[config.mk]
export PLATFORM = sky130hd
export DESIGN_NAME = command_frame_delimiter
export DESIGN_NICKNAME = d
export VERILOG_FILES = /design/src/cfd_pkg.sv /design/src/command_frame_delimiter.sv /design/src/cfd_front.sv /design/src/cfd_queue.sv /design/src/cfd_back.sv
export SDC_FILE = /design/constraint.sdc
export NUM_CORES = 1
export LEC_CHECK = 0
export BUFFER_PORTS_ARGS = -buffer_cell sky130_fd_sc_hd__buf_2
export CAP_MARGIN = 20
export CORE_ASPECT_RATIO = 0.7
export CORE_UTILIZATION = 35
export DETAILED_ROUTE_END_ITERATION = 10
export REMOVE_ABC_BUFFERS = 1
export SYNTH_ARGS = -nofsm -noshare
export SYNTH_HDL_FRONTEND = slang
export SYNTH_HIERARCHICAL = 1
export SYNTH_SLANG_ARGS = --single-unit
[constraint.sdc]
create_clock -name clk -period 4.25 [get_ports clk]
set_input_delay 0.2125 -clock clk [delete_from_list [all_inputs] [get_ports clk]]
set_output_delay 0.2125 -clock clk [all_outputs]
set_load 0.02 [all_outputs]
[src/cfd_pkg.sv]
package cfd_pkg;

	localparam int unsigned FRAME_CAPACITY_DEF = 64;
	localparam int unsigned HDR_DEPTH = 6;
	localparam int unsigned HDR_IDX_W = 3;
	localparam int unsigned FILL_W = 7;
	localparam int unsigned POS_W = 6;
	localparam int unsigned NEED_W = 4;
	localparam int unsigned QUEUE_DEPTH = 2;
	localparam int unsigned QUEUE_IDX_W = 1;
	localparam int unsigned QUEUE_CNT_W = 2;

	localparam logic [7:0] CH_BACKSLASH = 8'h5C;
	localparam logic [7:0] CH_SLASH = 8'h2F;
	localparam logic [7:0] CH_T = 8'h54;
	localparam logic [7:0] CH_A = 8'h41;
	localparam logic [FILL_W-1:0] KEEP_ALIVE_LEN = 7'd3;

	// byte plus the backslash flag the front end works out for it
	typedef struct packed {
		logic [7:0] data;
		logic is_bs;
	} cfd_item_t;

	typedef struct packed {
		logic full;
		logic not_empty;
	} cfd_q_status_t;

	typedef struct packed {
		logic [7:0] out_byte;
		logic stored;
		logic [POS_W-1:0] position;
		logic frame_end;
		logic keep_alive;
		logic [FILL_W-1:0] frame_length;
		logic overflow;
	} cfd_result_t;

	// fixed frame length of a known two-letter command, zero if unknown
	function automatic logic [NEED_W-1:0] cmd_length(input logic [7:0] c1, input logic [7:0] c2);
		logic [NEED_W-1:0] len;
		case ({c1, c2})
			"CT", "HB", "SM": len = 4'd9;
			"ES", "RC", "DL", "NM", "RM": len = 4'd7;
			"UC": len = 4'd14;
			"CA": len = 4'd12;
			"DA", "LA", "RT": len = 4'd8;
			default: len = '0;
		endcase
		return len;
	endfunction

endpackage

[src/command_frame_delimiter.sv]
// Command frame delimiter: takes one byte per item and returns one result item per byte,
// echoing the byte with whether it was stored, its position in the frame, and frame-end,
// keep-alive and overflow marks. Frames end on a backslash, which for a known '/TA' command
// counts only once its fixed length is reached, or as a three-zero keep-alive; a full frame
// drops the next byte and discards up to a backslash. One item is taken every cycle while
// the queue is not full: the front end classifies the byte and writes a two-entry queue,
// the back end pops it while the output is free, updates the frame state and loads the
// output register; each byte passes a queue entry and then the output register. A stalled
// output holds its result; the queue then takes two more items before the input stalls.
module command_frame_delimiter #(
	parameter int unsigned FRAME_CAPACITY = cfd_pkg::FRAME_CAPACITY_DEF
) (
	input  logic                        clk,
	input  logic                        arst_n,
	input  logic                        in_valid,
	output logic                        in_stall,
	input  logic [7:0]                  data_byte,
	output logic                        out_valid,
	input  logic                        out_stall,
	output logic [7:0]                  out_byte,
	output logic                        stored,
	output logic [cfd_pkg::POS_W-1:0]   position,
	output logic                        frame_end,
	output logic                        keep_alive,
	output logic [cfd_pkg::FILL_W-1:0]  frame_length,
	output logic                        overflow
);

	cfd_pkg::cfd_q_status_t q_status;
	cfd_pkg::cfd_item_t push_item;
	cfd_pkg::cfd_item_t pop_item;
	cfd_pkg::cfd_result_t result;
	logic push;
	logic pop;

	cfd_front u_front (
		.in_valid (in_valid),
		.in_stall (in_stall),
		.data_byte(data_byte),
		.q_status (q_status),
		.push     (push),
		.push_item(push_item)
	);

	cfd_queue u_queue (
		.clk      (clk),
		.arst_n   (arst_n),
		.push     (push),
		.push_item(push_item),
		.pop      (pop),
		.pop_item (pop_item),
		.q_status (q_status)
	);

	cfd_back #(
		.FRAME_CAPACITY(FRAME_CAPACITY)
	) u_back (
		.clk      (clk),
		.arst_n   (arst_n),
		.q_status (q_status),
		.pop_item (pop_item),
		.pop      (pop),
		.out_valid(out_valid),
		.out_stall(out_stall),
		.result   (result)
	);

	assign out_byte = result.out_byte;
	assign stored = result.stored;
	assign position = result.position;
	assign frame_end = result.frame_end;
	assign keep_alive = result.keep_alive;
	assign frame_length = result.frame_length;
	assign overflow = result.overflow;

	a_end_is_stored: assert property (@(posedge clk) disable iff (!arst_n)
		out_valid && frame_end |-> stored && frame_length == {1'b0, position} + 1'b1)
		else $error("frame end on a byte that was not stored at the last position");

	a_keep_alive_len: assert property (@(posedge clk) disable iff (!arst_n)
		out_valid && keep_alive |-> frame_end && frame_length == cfd_pkg::KEEP_ALIVE_LEN)
		else $error("keep-alive without a three-byte frame end");

	a_overflow_drop: assert property (@(posedge clk) disable iff (!arst_n)
		out_valid && overflow |-> !stored && !frame_end)
		else $error("overflow on a stored byte");

	a_stall_hold: assert property (@(posedge clk) disable iff (!arst_n)
		out_valid && out_stall |=> out_valid && $stable({out_byte, stored, position,
		frame_end, keep_alive, frame_length, overflow}))
		else $error("stalled result item changed or dropped");

endmodule

[src/cfd_front.sv]
module cfd_front (
	input  logic                  in_valid,
	output logic                  in_stall,
	input  logic [7:0]            data_byte,
	input  cfd_pkg::cfd_q_status_t q_status,
	output logic                  push,
	output cfd_pkg::cfd_item_t    push_item
);

	assign in_stall = q_status.full;
	assign push = in_valid && !q_status.full;

	always_comb begin
		push_item.data = data_byte;
		push_item.is_bs = (data_byte == cfd_pkg::CH_BACKSLASH);
	end

endmodule

[src/cfd_queue.sv]
module cfd_queue (
	input  logic                   clk,
	input  logic                   arst_n,
	input  logic                   push,
	input  cfd_pkg::cfd_item_t     push_item,
	input  logic                   pop,
	output cfd_pkg::cfd_item_t     pop_item,
	output cfd_pkg::cfd_q_status_t q_status
);

	cfd_pkg::cfd_item_t entry_q [cfd_pkg::QUEUE_DEPTH];
	logic [cfd_pkg::QUEUE_IDX_W-1:0] wr_ptr_q;
	logic [cfd_pkg::QUEUE_IDX_W-1:0] rd_ptr_q;
	logic [cfd_pkg::QUEUE_CNT_W-1:0] count_q;

	assign q_status.full = (count_q == cfd_pkg::QUEUE_CNT_W'(cfd_pkg::QUEUE_DEPTH));
	assign q_status.not_empty = (count_q != '0);
	assign pop_item = entry_q[rd_ptr_q];

	always_ff @(posedge clk) begin
		if (push) begin
			entry_q[wr_ptr_q] <= push_item;
		end
	end

	always_ff @(posedge clk or negedge arst_n) begin
		if (!arst_n) begin
			wr_ptr_q <= '0;
			rd_ptr_q <= '0;
			count_q <= '0;
		end else begin
			if (push) begin
				wr_ptr_q <= wr_ptr_q + 1'b1;
			end
			if (pop) begin
				rd_ptr_q <= rd_ptr_q + 1'b1;
			end
			case ({push, pop})
				2'b10: count_q <= count_q + 1'b1;
				2'b01: count_q <= count_q - 1'b1;
				default: count_q <= count_q;
			endcase
		end
	end

endmodule

[src/cfd_back.sv]
module cfd_back #(
	parameter int unsigned FRAME_CAPACITY = cfd_pkg::FRAME_CAPACITY_DEF
) (
	input  logic                  clk,
	input  logic                  arst_n,
	input  cfd_pkg::cfd_q_status_t q_status,
	input  cfd_pkg::cfd_item_t    pop_item,
	output logic                  pop,
	output logic                  out_valid,
	input  logic                  out_stall,
	output cfd_pkg::cfd_result_t  result
);

	logic [7:0] hdr_q [cfd_pkg::HDR_DEPTH];
	logic [cfd_pkg::FILL_W-1:0] fill_q;
	logic discarding_q;
	logic out_valid_q;
	cfd_pkg::cfd_result_t result_q;

	logic [7:0] hdr_eff [cfd_pkg::HDR_DEPTH];
	logic [cfd_pkg::FILL_W-1:0] fill_inc;
	logic [cfd_pkg::NEED_W-1:0] need;
	logic is_full;
	logic fixed_done;
	logic delim_done;
	logic is_ka;
	cfd_pkg::cfd_result_t res_next;

	assign pop = q_status.not_empty && (!out_valid_q || !out_stall);
	assign out_valid = out_valid_q;
	assign result = result_q;

	assign is_full = (fill_q >= cfd_pkg::FILL_W'(FRAME_CAPACITY));
	assign fill_inc = fill_q + 1'b1;

	// header as it stands once the current byte is written
	always_comb begin
		for (int i = 0; i < cfd_pkg::HDR_DEPTH; i++) begin
			hdr_eff[i] = (fill_q == cfd_pkg::FILL_W'(i)) ? pop_item.data : hdr_q[i];
		end
	end

	always_comb begin
		need = '0;
		if (fill_inc >= cfd_pkg::FILL_W'(cfd_pkg::HDR_DEPTH) && hdr_eff[0] == cfd_pkg::CH_SLASH &&
				hdr_eff[1] == cfd_pkg::CH_T && hdr_eff[2] == cfd_pkg::CH_A) begin
			need = cfd_pkg::cmd_length(hdr_eff[4], hdr_eff[5]);
		end
	end

	assign fixed_done = (need != '0) && (fill_inc >= cfd_pkg::FILL_W'(need));
	assign delim_done = pop_item.is_bs && ((need == '0) || fixed_done);
	assign is_ka = (fill_inc == cfd_pkg::KEEP_ALIVE_LEN) && (hdr_eff[0] == 8'h00) &&
		(hdr_eff[1] == 8'h00) && (hdr_eff[2] == 8'h00);

	always_comb begin
		res_next = '0;
		res_next.out_byte = pop_item.data;
		if (!discarding_q) begin
			if (is_full) begin
				res_next.overflow = 1'b1;
			end else begin
				res_next.stored = 1'b1;
				res_next.position = fill_q[cfd_pkg::POS_W-1:0];
				if (delim_done || is_ka) begin
					res_next.frame_end = 1'b1;
					res_next.keep_alive = is_ka;
					res_next.frame_length = fill_inc;
				end
			end
		end
	end

	always_ff @(posedge clk) begin
		if (pop) begin
			result_q <= res_next;
			if (!discarding_q && !is_full && fill_q < cfd_pkg::FILL_W'(cfd_pkg::HDR_DEPTH)) begin
				hdr_q[fill_q[cfd_pkg::HDR_IDX_W-1:0]] <= pop_item.data;
			end
		end
	end

	always_ff @(posedge clk or negedge arst_n) begin
		if (!arst_n) begin
			fill_q <= '0;
			discarding_q <= 1'b0;
			out_valid_q <= 1'b0;
		end else begin
			if (pop) begin
				out_valid_q <= 1'b1;
			end else if (!out_stall) begin
				out_valid_q <= 1'b0;
			end
			if (pop) begin
				if (discarding_q) begin
					// drop until the closing backslash
					if (pop_item.is_bs) begin
						discarding_q <= 1'b0;
					end
				end else if (is_full) begin
					fill_q <= '0;
					discarding_q <= !pop_item.is_bs;
				end else if (delim_done || is_ka) begin
					fill_q <= '0;
				end else begin
					fill_q <= fill_inc;
				end
			end
		end
	end

endmodule
## Word level (Yosys, flattened, before mapping)

Memories as Yosys holds them, arrays and structs flattened.
Cells that the tools add are included.

| storage, ports and cells | value |
|---|---|
| register bits after elaboration | 38 |
| bits in writable memories | 66 |
| input port bits | 12 |
| output and inout bits | 27 |
| word-level logic and storage cells | 110 |
| memories kept | 2 |

Memories:

| name | depth | width | read ports | clocked after Yosys merged registers in | wr ports | RTL line | source |
|---|---|---|---|---|---|---|---|
| u_back.hdr_q | 6 | 8 | 5 | 0 | 1 | cfd_back.sv:14 | `logic [7:0] hdr_q [cfd_pkg::HDR_DEPTH];` |
| u_queue.entry_q | 2 | 9 | 1 | 0 | 1 | cfd_queue.sv:11 | `cfd_pkg::cfd_item_t entry_q [cfd_pkg::QUEUE_DEPTH];` |

| cells by class | value |
|---|---|
| $add $sub $neg | 5 |
| magnitude comparators | 4 |
| eq/ne operators | 26 |
| multiplexer cells | 23 |
| bitwise gates (word level) | 2 |
| reductions and logical operators | 35 |

Operator list:

| kind | count |
|---|---|
| $eq A16 B15 Y1 const B | 13 |
| $mux W8 | 5 |
| $eq A8 B7 Y1 const B | 3 |
| $logic_not A8 Y1 | 3 |
| $pmux W4 S5 | 1 |
| $mux W16 | 1 |
| $eq A7 B2 Y1 const B | 2 |
| $eq A7 B3 Y1 const B | 2 |
| $mux W7 | 2 |
| $logic_and A1 B1 Y1 | 12 |
| $mux W1 | 11 |
| $mux W9 | 1 |
| $reduce_or A3 Y1 | 3 |
| $eq A8 B6 Y1 const B | 1 |
| $add A7 B1 Y7 const B | 1 |
| $eq A7 B1 Y1 const B | 1 |
| $ge A7 B3 Y1 const B | 1 |
| $ge A7 B4 Y1 | 1 |
| $ge A7 B7 Y1 const B | 1 |
| $logic_not A7 Y1 | 1 |
| $lt A7 B3 Y1 const B | 1 |
| $logic_not A1 Y1 | 6 |
| $reduce_or A5 Y1 | 1 |
| $eq A2 B2 Y1 const B | 2 |
| other kinds (14) | 19 |

## Longest topological paths before layout

Gate-level depths: netlist of run 1.

| logic depth | value |
|---|---|
| depth after elaboration | 14 |
| depth in mapped cells | 22 |
| depth with buffers taken out | 19 |

## Modules after synthesis

Netlist of run 1, hierarchy kept.

By module, submodules not included:

| module | times used | cells an instance | area an instance (µm²) |
|---|---|---|---|
| cfd_back | 1 | 331 | 3808.7 |
| cfd_queue | 1 | 44 | 835.8 |
| cfd_front | 1 | 13 | 101.3 |

## Least setup slack after synthesis of run 1

OpenSTA, ideal clock, no wires.

| timing | value |
|---|---|
| kind | register -> register |
| start | reg u_queue.rd_ptr_q |
| end | reg u_back.result_q, in the netlist u_back/result[3], data pin |
| data arrival time | 4.378 ns |
| data required time | 3.986 ns |
| setup slack | -0.392 ns |
| stages on the path, launching flop included | 20 |
| path buffers | 2 |
| cell sequence | dfrtp_1 buf_2 mux2_2 nor4b_1 o32ai_1 or4_1 o21ai_0 a2111oi_0 nor2b_1 ha_1 nand2b_1 a21o_1 a21o_1 a2111o_1 nor4_1 o41ai_2 a21boi_2 nand2b_1 buf_2 nor2_1 |

RTL lines:

| element | RTL line | source |
|---|---|---|
| start, declared | cfd_queue.sv:13 | `logic [cfd_pkg::QUEUE_IDX_W-1:0] rd_ptr_q;` |
| start signal, assigned | cfd_queue.sv:36 | `rd_ptr_q <= rd_ptr_q + 1'b1;` |
| end signal, assigned | cfd_back.sv:76 | `result_q <= res_next;` |
| end, declared | cfd_back.sv:18 | `cfd_pkg::cfd_result_t result_q;` |

## Worst setup path after layout of run 1

| timing | value |
|---|---|
| start | reg u_back/fill_q[5] (netlist bit) |
| end | reg u_back/fill_q[0] (netlist bit) |

| between the ends | value |
|---|---|
| word-level cells in the longest chain between the ends | 14 |

RTL lines:

| element | RTL line | source |
|---|---|---|
| start, declared | cfd_back.sv:15 | `logic [cfd_pkg::FILL_W-1:0] fill_q;` |
| start signal, assigned | cfd_back.sv:106 | `fill_q <= fill_inc;` |
| branches (longest 13 deep; another with $add A7 B1 Y7) | -- |  |
| $mux W7 * | cfd_back.sv:100 | `end else if (is_full) begin` |

Mark *: on every way between the ends.
A chain may end at the register's enable or synchronous reset.

==> results.cfg, run 1 <==
[yosys]
synthSimpleGateAreaFrac_pct = 18.4
syn-cell-area_um2 = 4750
synth_flop_cell = edfxtp_1
synth_compound_area_share_pct = 10.5
synth_top_family_by_area = simple AND/OR/NAND/NOR gates
synth_cells = 388
synth_adder_area_share_pct = 2.37
synthArstFlopShare_pct = 13.5
synth-xor-area-share_pct = 1.66
avgSynthCellArea_um2 = 12.2
ys_warn_count = 6
synth-seq-cells = 96
ys_types = 66
synth_edf_count = 83
synth-seq-area-share_pct = 59.4
synthMuxAreaShare_pct = 3.51

[worst_setup_path]
critPathMaxFanout = 7
critPathLaunch = u_back/fill_q[5]
path_class = reg -> reg
arrival_ns = 4.80
r2r_start = u_back/fill_q[5]
cp_data_required_time_ns = 4.54
critPathLaunchType = flop
cp-end-kind = flop

[sta]
maxSlewHeadroom_pct = 49.4
slew_viol_final = 0
finalCritPeriodShare_pct = 106
hold_viol = 0
tightest_slew_ns = 0.757
clock.fmax_mhz = 221
fin_crit_ns = 4.52
fin_tns_setup_ns = -3.69
finClkSkew_ns = 0.00617
whs_ns = 0.0699
rsz0062_at_grt = true
setup_violations = 15
fin_ws_ns = -0.268

[place]
hpwl_um = 8690
placed_cell_area_um2 = 5790
dp.cells = 687
io_buffer_count = 38
place_ws_ns = -0.761
gp_congestion = 0.896

[final_layout]
diodes = 0
stdcell_count = 713
final_cell_area_um2 = 6500
nFillCells = 1173
area_growth_pct = 37.0
final_layout_size_suffix_gt1_share_pct = 44.3
fin_nets = 544

[floorplanning]
core_area_um2 = 13200
rows = 35
io_pins = 39
dieArea_um2 = 14000
die_h_um = 99.4
die_width_um = 141
initial_utilization_pct = 36.0

[route]
wl_um = 12200
drc_errors = 0
ant_nets = 0
drt-wirelength-per-cell_um = 17.1
dr.pass1.iters = 4
via_per_inst = 5.18
num_vias = 3694
drtIter0Drc = 281

[cts]
cts_max_level = 3
cts_root_buffer = clkbuf_16
clkTransAtPathRegs_ns = 0.07
cts_buffers = 9
clock_path_buffers = 2
cts_tree = yes
numClockSinks = 96
clk_latency_ns = 0.34

[global_routing]
grt_pass1_vias = 3569
grt_overflow_total = 0
grt_max_degree = 30
grtUsageTotal_pct = 18.1
antenna_found_initial = 0
grt_pass1_wl_um = 19200

[min_path]
min-delay-start = data_byte[2]
hold_class = in -> reg

[power_and_ir_drop]
powerDensity_nw_per_um2 = 617
vdd_ir_drop_max_mv = 0.355
cellLeakagePower_nw = 2.54

[outcome]
status = finished, violations left
violations = negative setup slack

[flow_run]
maxCapViolCount = 0
-- cell families (layout without fill, tap and decap cells) --
group,count (synthesis),in the layout
simple gates,156,156
buf+inv,38,178
flops,96,96
mux,15,15
fa+ha+maj,9,9
compound gates,65,65
xor+xnor,9,9
-- critical path, stage by stage (launching register included) --
cell	delay (ns)
dfrtp_1	0.38
or4_4	0.58
buf_12	0.16
o21ai_4	0.15
a311oi_2	0.12
or4_4	0.58
o21ai_4	0.22
a2111oi_4	0.05
nor2b_1	0.13
ha_1	0.24
nand2b_4	0.14
a21o_1	0.17
a21o_1	0.18
a2111o_1	0.41
nor4_2	0.17
o41ai_2	0.12
a21boi_2	0.18
buf_4	0.15
and2_4	0.18
mux2_4	0.15
-- synth_stat cells, types with 4 or more instances --
cell type | instances | share of area, %
buf_4 | 9 | 1.4
o21ai_0 | 8 | 0.84
and2_1 | 5 | 0.66
nor4bb_1 | 4 | 0.84
a31oi_1 | 5 | 0.66
and3_1 | 5 | 0.66
a21oi_1 | 5 | 0.53
ha_1 | 9 | 2.4
nand2b_1 | 7 | 0.92
or4_1 | 10 | 1.6
nor4b_1 | 5 | 0.92
o31ai_1 | 5 | 0.79
edfxtp_1 | 83 | 53
inv_1 | 12 | 0.95
xnor2_1 | 6 | 1.1
nand2_1 | 23 | 1.8
clkbuf_1 | 8 | 0.63
nor2b_1 | 5 | 0.66
a31o_2 | 4 | 0.74
mux2_2 | 12 | 2.8
nor3_1 | 15 | 1.6
nor4_1 | 10 | 1.3
nand3_1 | 17 | 1.8
buf_2 | 5 | 0.53
dfrtp_1 | 13 | 6.9
nand4_1 | 6 | 0.79
nor2_1 | 30 | 2.4
a22o_1 | 6 | 1.1
-- worst paths after layout --
| path | endpoint | slack [ns] | cells past startpoint |
|---|---|---|---|
| max in group asynchronous | u_queue/rd_ptr_q | 3.65 | 2 |
| min | u_queue/entry_q[0][3] | 0.07 | 1 |
| min reg2reg | u_queue/wr_ptr_q | 0.49 | 1 |
| max | u_back/fill_q[0] | -0.27 | 19 |
| min in group asynchronous | u_back/fill_q[6] | 0.32 | 2 |
| max reg2reg | u_back/fill_q[0] | -0.27 | 19 |
-- state kept, by name, indices dropped and copies added, names as in the netlist --
name,flops
u_back/hdr_q,40
u_back/result,25
u_queue/entry_q,18
u_back/fill_q,7
u_queue/count_q,2
u_back/discarding_q,1
u_back/out_valid,1
u_queue/rd_ptr_q,1
u_queue/wr_ptr_q,1
-- per-layer routing --
metal  part of all wire, %  track usage, %
met1                    50            26.5
met2                    43            26.6
met3                   4.8            3.56
met4                   1.6            6.19
met5                     0               0
-- cell type report --
type	count	area, um^2	area share (%)
clock buffers	9	225	3.46
clock inverters	7	86.3	1.33
inverters	12	45.0	0.693
multi-input cells	254	2030	31.2
flip-flops and latches	96	2820	43.4
well taps	185	231	3.56
repair buffers	150	1070	16.4
-- placed cells by master (no fill, tap or decap), types with 5 or more instances in the layout --
master	n
ha_1	9
nand2b_1	5
nor4_1	7
buf_4	108
nand4_1	6
nor2_1	23
or4_1	7
clkbuf_16	9
o21ai_0	5
edfxtp_1	83
dfrtp_1	12
nor3_1	13
buf_2	38
nand2_1	20
a22o_1	6
xnor2_1	6
nand3_1	15
and2_1	5
and3_1	5
nor2_2	7
o31ai_1	5
inv_1	11
mux2_4	8
-- where the power goes --
part | internal (mW) | switching (mW) | leakage [nW]
clock | 0.469 | 0.372 | 0.150
sequential | 1.39 | 0.105 | 0.941
combinational | 0.718 | 0.960 | 1.45
total | 2.57 | 1.44 | 2.54
-- per-stage QoR --
stage	total power [mW]	utilization, %
after detailed placement	3.03	43.9
after CTS	3.95	48.1
after global routing	4.22	49.3
after global placement	3.00	43.9
final	4.01	49.3
after floorplan	2.28	-
-- repair_timing --
item                                    in CTS  in global routing
hold buffers                                 1                  0
pin swaps                                    5                  9
resized for setup                           45                 26
endpoints found under the hold margin       13                  0
buffers inserted                             4                  6
endpoints found under the setup margin      15                 15
No activity file was read; power rests on OpenSTA's default activity.
==> run 2: changes to the inputs <==
- PLACE_DENSITY: unset -> 0.61
==> run 2 against run 1 <==
Compared with the run above:
- the run still ends with negative setup slack left
- total power is 1.3% lower
- die area stayed put
- clock skew is 0.0030 ns higher
- sequential cell count stayed put
- combinational power hardly changed
- critical path depth is 2 higher
- via count is 0.81% higher
- design area is 0.35% higher
- largest cell class unchanged
- largest power group unchanged
==> results.cfg, run 2 (same netlist as run 1, synthesis figures left out) <==
[worst_setup_path]
critPathLaunch = u_queue/rd_ptr_q
critPathLaunchType = flop
cp_slowest_cell = dfrtp_2
r2r_start = u_queue/rd_ptr_q
critPathMaxFanout = 7
path_cells = buf_4 -> mux2_2 -> nor4b_2 -> buf_4 -> o32ai_4 -> buf_4 -> a2111oi_1 -> buf_4 -> a2111oi_4 -> nor2b_2 -> ha_1 -> nand2b_4 -> a21o_1 -> a21o_1 -> a2111o_1 -> nor4_2 -> o41ai_2 -> a21boi_2 -> buf_4 -> and2_4 -> a22o_1
reg2reg_depth = 21
rr_endpoint = u_back/fill_q[1]
cpMostUsedCell = buf_4
crit_end = u_back/fill_q[1]
path_class = reg -> reg
worst-r2r-setup-slack_ns = -0.27
max_stage_delay_ns = 0.47
crit_buf_inv = 5
crit_cells = 21
crit_family = compound AO/OA/AOI/OAI gates
arrival_ns = 4.79
cp_data_required_time_ns = 4.52
cp-end-kind = flop

[sta]
maxSlewHeadroom_pct = 50.3
setup_violations = 15
whs_ns = 0.0669
slew_viol_final = 0
finalCritPeriodShare_pct = 106
fin_ws_ns = -0.274
clock.fmax_mhz = 221
fin_crit_ns = 4.52
tightest_slew_ns = 0.742
hold_viol = 0
rsz0062_at_grt = true
finClkSkew_ns = 0.00913

[outcome]
status = finished, violations left
violations = negative setup slack

[power_and_ir_drop]
cellLeakagePower_nw = 2.56
clockPowerShare_pct = 19.3
powerDensity_nw_per_um2 = 607
p_sw_share_pct = 36.3
p_int_mw = 2.52
switchingPower_mw = 1.44
comb_power_share_pct = 43.0
vdd_ir_drop_max_mv = 0.395
seqPwrFrac_pct = 37.7

[final_layout]
fin_nets = 547
diodes = 0
largest_register_ffs = 40
final_layout_size_suffix_gt1_share_pct = 44.4
area_growth_pct = 37.5
layout_common_cells = buf_4 (105), edfxtp_1 (83), buf_2 (38)
stdcell_count = 716
layout_commonest_cell = buf_4
final_cell_area_um2 = 6530
nFillCells = 1142

[global_routing]
grt_overflow_total = 0
grt_pass1_vias = 3697
grt_max_degree = 23
grtUsageTotal_pct = 18.5
antenna_found_initial = 0
grt_pass1_wl_um = 19700

[floorplanning]
dieArea_um2 = 14000
die_width_um = 141
initial_utilization_pct = 36.0
io_pins = 39
core_area_um2 = 13200
die_h_um = 99.4
rows = 35

[place]
place_ws_ns = -0.648
dp.cells = 683
placed_cell_area_um2 = 5780
io_buffer_count = 38
hpwl_um = 8930
gp_congestion = 0.936

[min_path]
hold-path-cell-count = 1
hold_class = in -> reg

[cts]
cts_buffers = 9
cts_max_level = 3
clk_latency_ns = 0.34
clock_path_buffers = 2
clkTransAtPathRegs_ns = 0.07
cts_root_buffer = clkbuf_16
cts_tree = yes
numClockSinks = 96

[route]
dr.pass1.iters = 4
drtIter0Drc = 303
ant_nets = 0
num_vias = 3724
via_per_inst = 5.20
wl_um = 12500
drt-wirelength-per-cell_um = 17.5
drc_errors = 0

[flow_run]
maxCapViolCount = 0
==> run 2: cell count changes in the layout (fill, tap and decap cells not counted), sizes merged <==
cell	previous run	this run
bufinv	1	0
clkbuf	9	10
buf	149	152
clkinv	2	1
inv	15	16
==> run 2: worst min path at each step <==
| stage | start | to | slack (ns) |
|---|---|---|---|
| after detailed placement | arst_n | u_back/fill_q[5] | 0.12 |
| after floorplan | arst_n | u_back/discarding_q | -0.08 |
| after global placement | arst_n | u_back/fill_q[5] | 0.13 |
| after CTS | data_byte[6] | u_queue/entry_q[1][7] | 0.06 |
| after global routing | data_byte[6] | u_queue/entry_q[1][7] | 0.07 |
| final | data_byte[7] | u_queue/entry_q[0][8] | 0.07 |
==> run 2: worst reg2reg max path, cell delays in order, from the launching register on <==
cell and delay (ns):
dfrtp_2 0.47, buf_4 0.14, mux2_2 0.34, nor4b_2 0.16, buf_4 0.15, o32ai_4 0.24, buf_4 0.17, a2111oi_1 0.05
buf_4 0.16, a2111oi_4 0.35, nor2b_2 0.07, ha_1 0.28, nand2b_4 0.14, a21o_1 0.14, a21o_1 0.15, a2111o_1 0.42
nor4_2 0.18, o41ai_2 0.13, a21boi_2 0.18, buf_4 0.15, and2_4 0.19, a22o_1 0.17
==> run 2: power by group through the flow <==
stage                     sequential, mW  combinational [mW]  clock, mW
final                               1.49                1.70      0.765
after global routing                1.52                1.82      0.813
after floorplan                     1.64               0.644          0
after CTS                           1.50                1.61      0.783
after global placement              1.50                1.49          0
after detailed placement            1.51                1.51          0
==> run 2: per-layer routing <==
metal,up-vias,GRT usage (%),wire (um)
met5,-,0,0
met1,1825,27.2,6200
met3,15,3.13,658
met4,0,5.35,164
li1,1766,-,-
met2,118,28.2,5490
==> run 2: metrics by stage <==
step                util, %  power [mW]  setup TNS [ns]
CTS                    48.7        3.89           -2.39
finish                 49.5        3.96           -3.38
floorplan                 -        2.28           -6.79
global route           49.5        4.15           -6.18
global placement       43.8        2.99           -6.27
detailed placement     43.8        3.02           -8.88
==> run 2: what timing repair did <==
item / in CTS / in global routing
resized for setup: 61 / 17
setup buffers: 12 / 4
hold buffers: 1 / 0
endpoints found under the setup margin: 15 / 15
endpoints found under the hold margin: 13 / 0
pin swaps: 17 / 7
==> run 2: cell type report <==
class / instances / area (um^2) / area share (%)
Clock buffer: 10 / 229 / 3.51
Inverter: 12 / 45.0 / 0.690
Multi-Input combinational cell: 254 / 2030 / 31.2
Clock inverter: 6 / 47.5 / 0.729
Timing Repair Buffer: 153 / 1120 / 17.2
Tap cell: 185 / 231 / 3.55
Sequential cell: 96 / 2820 / 43.2
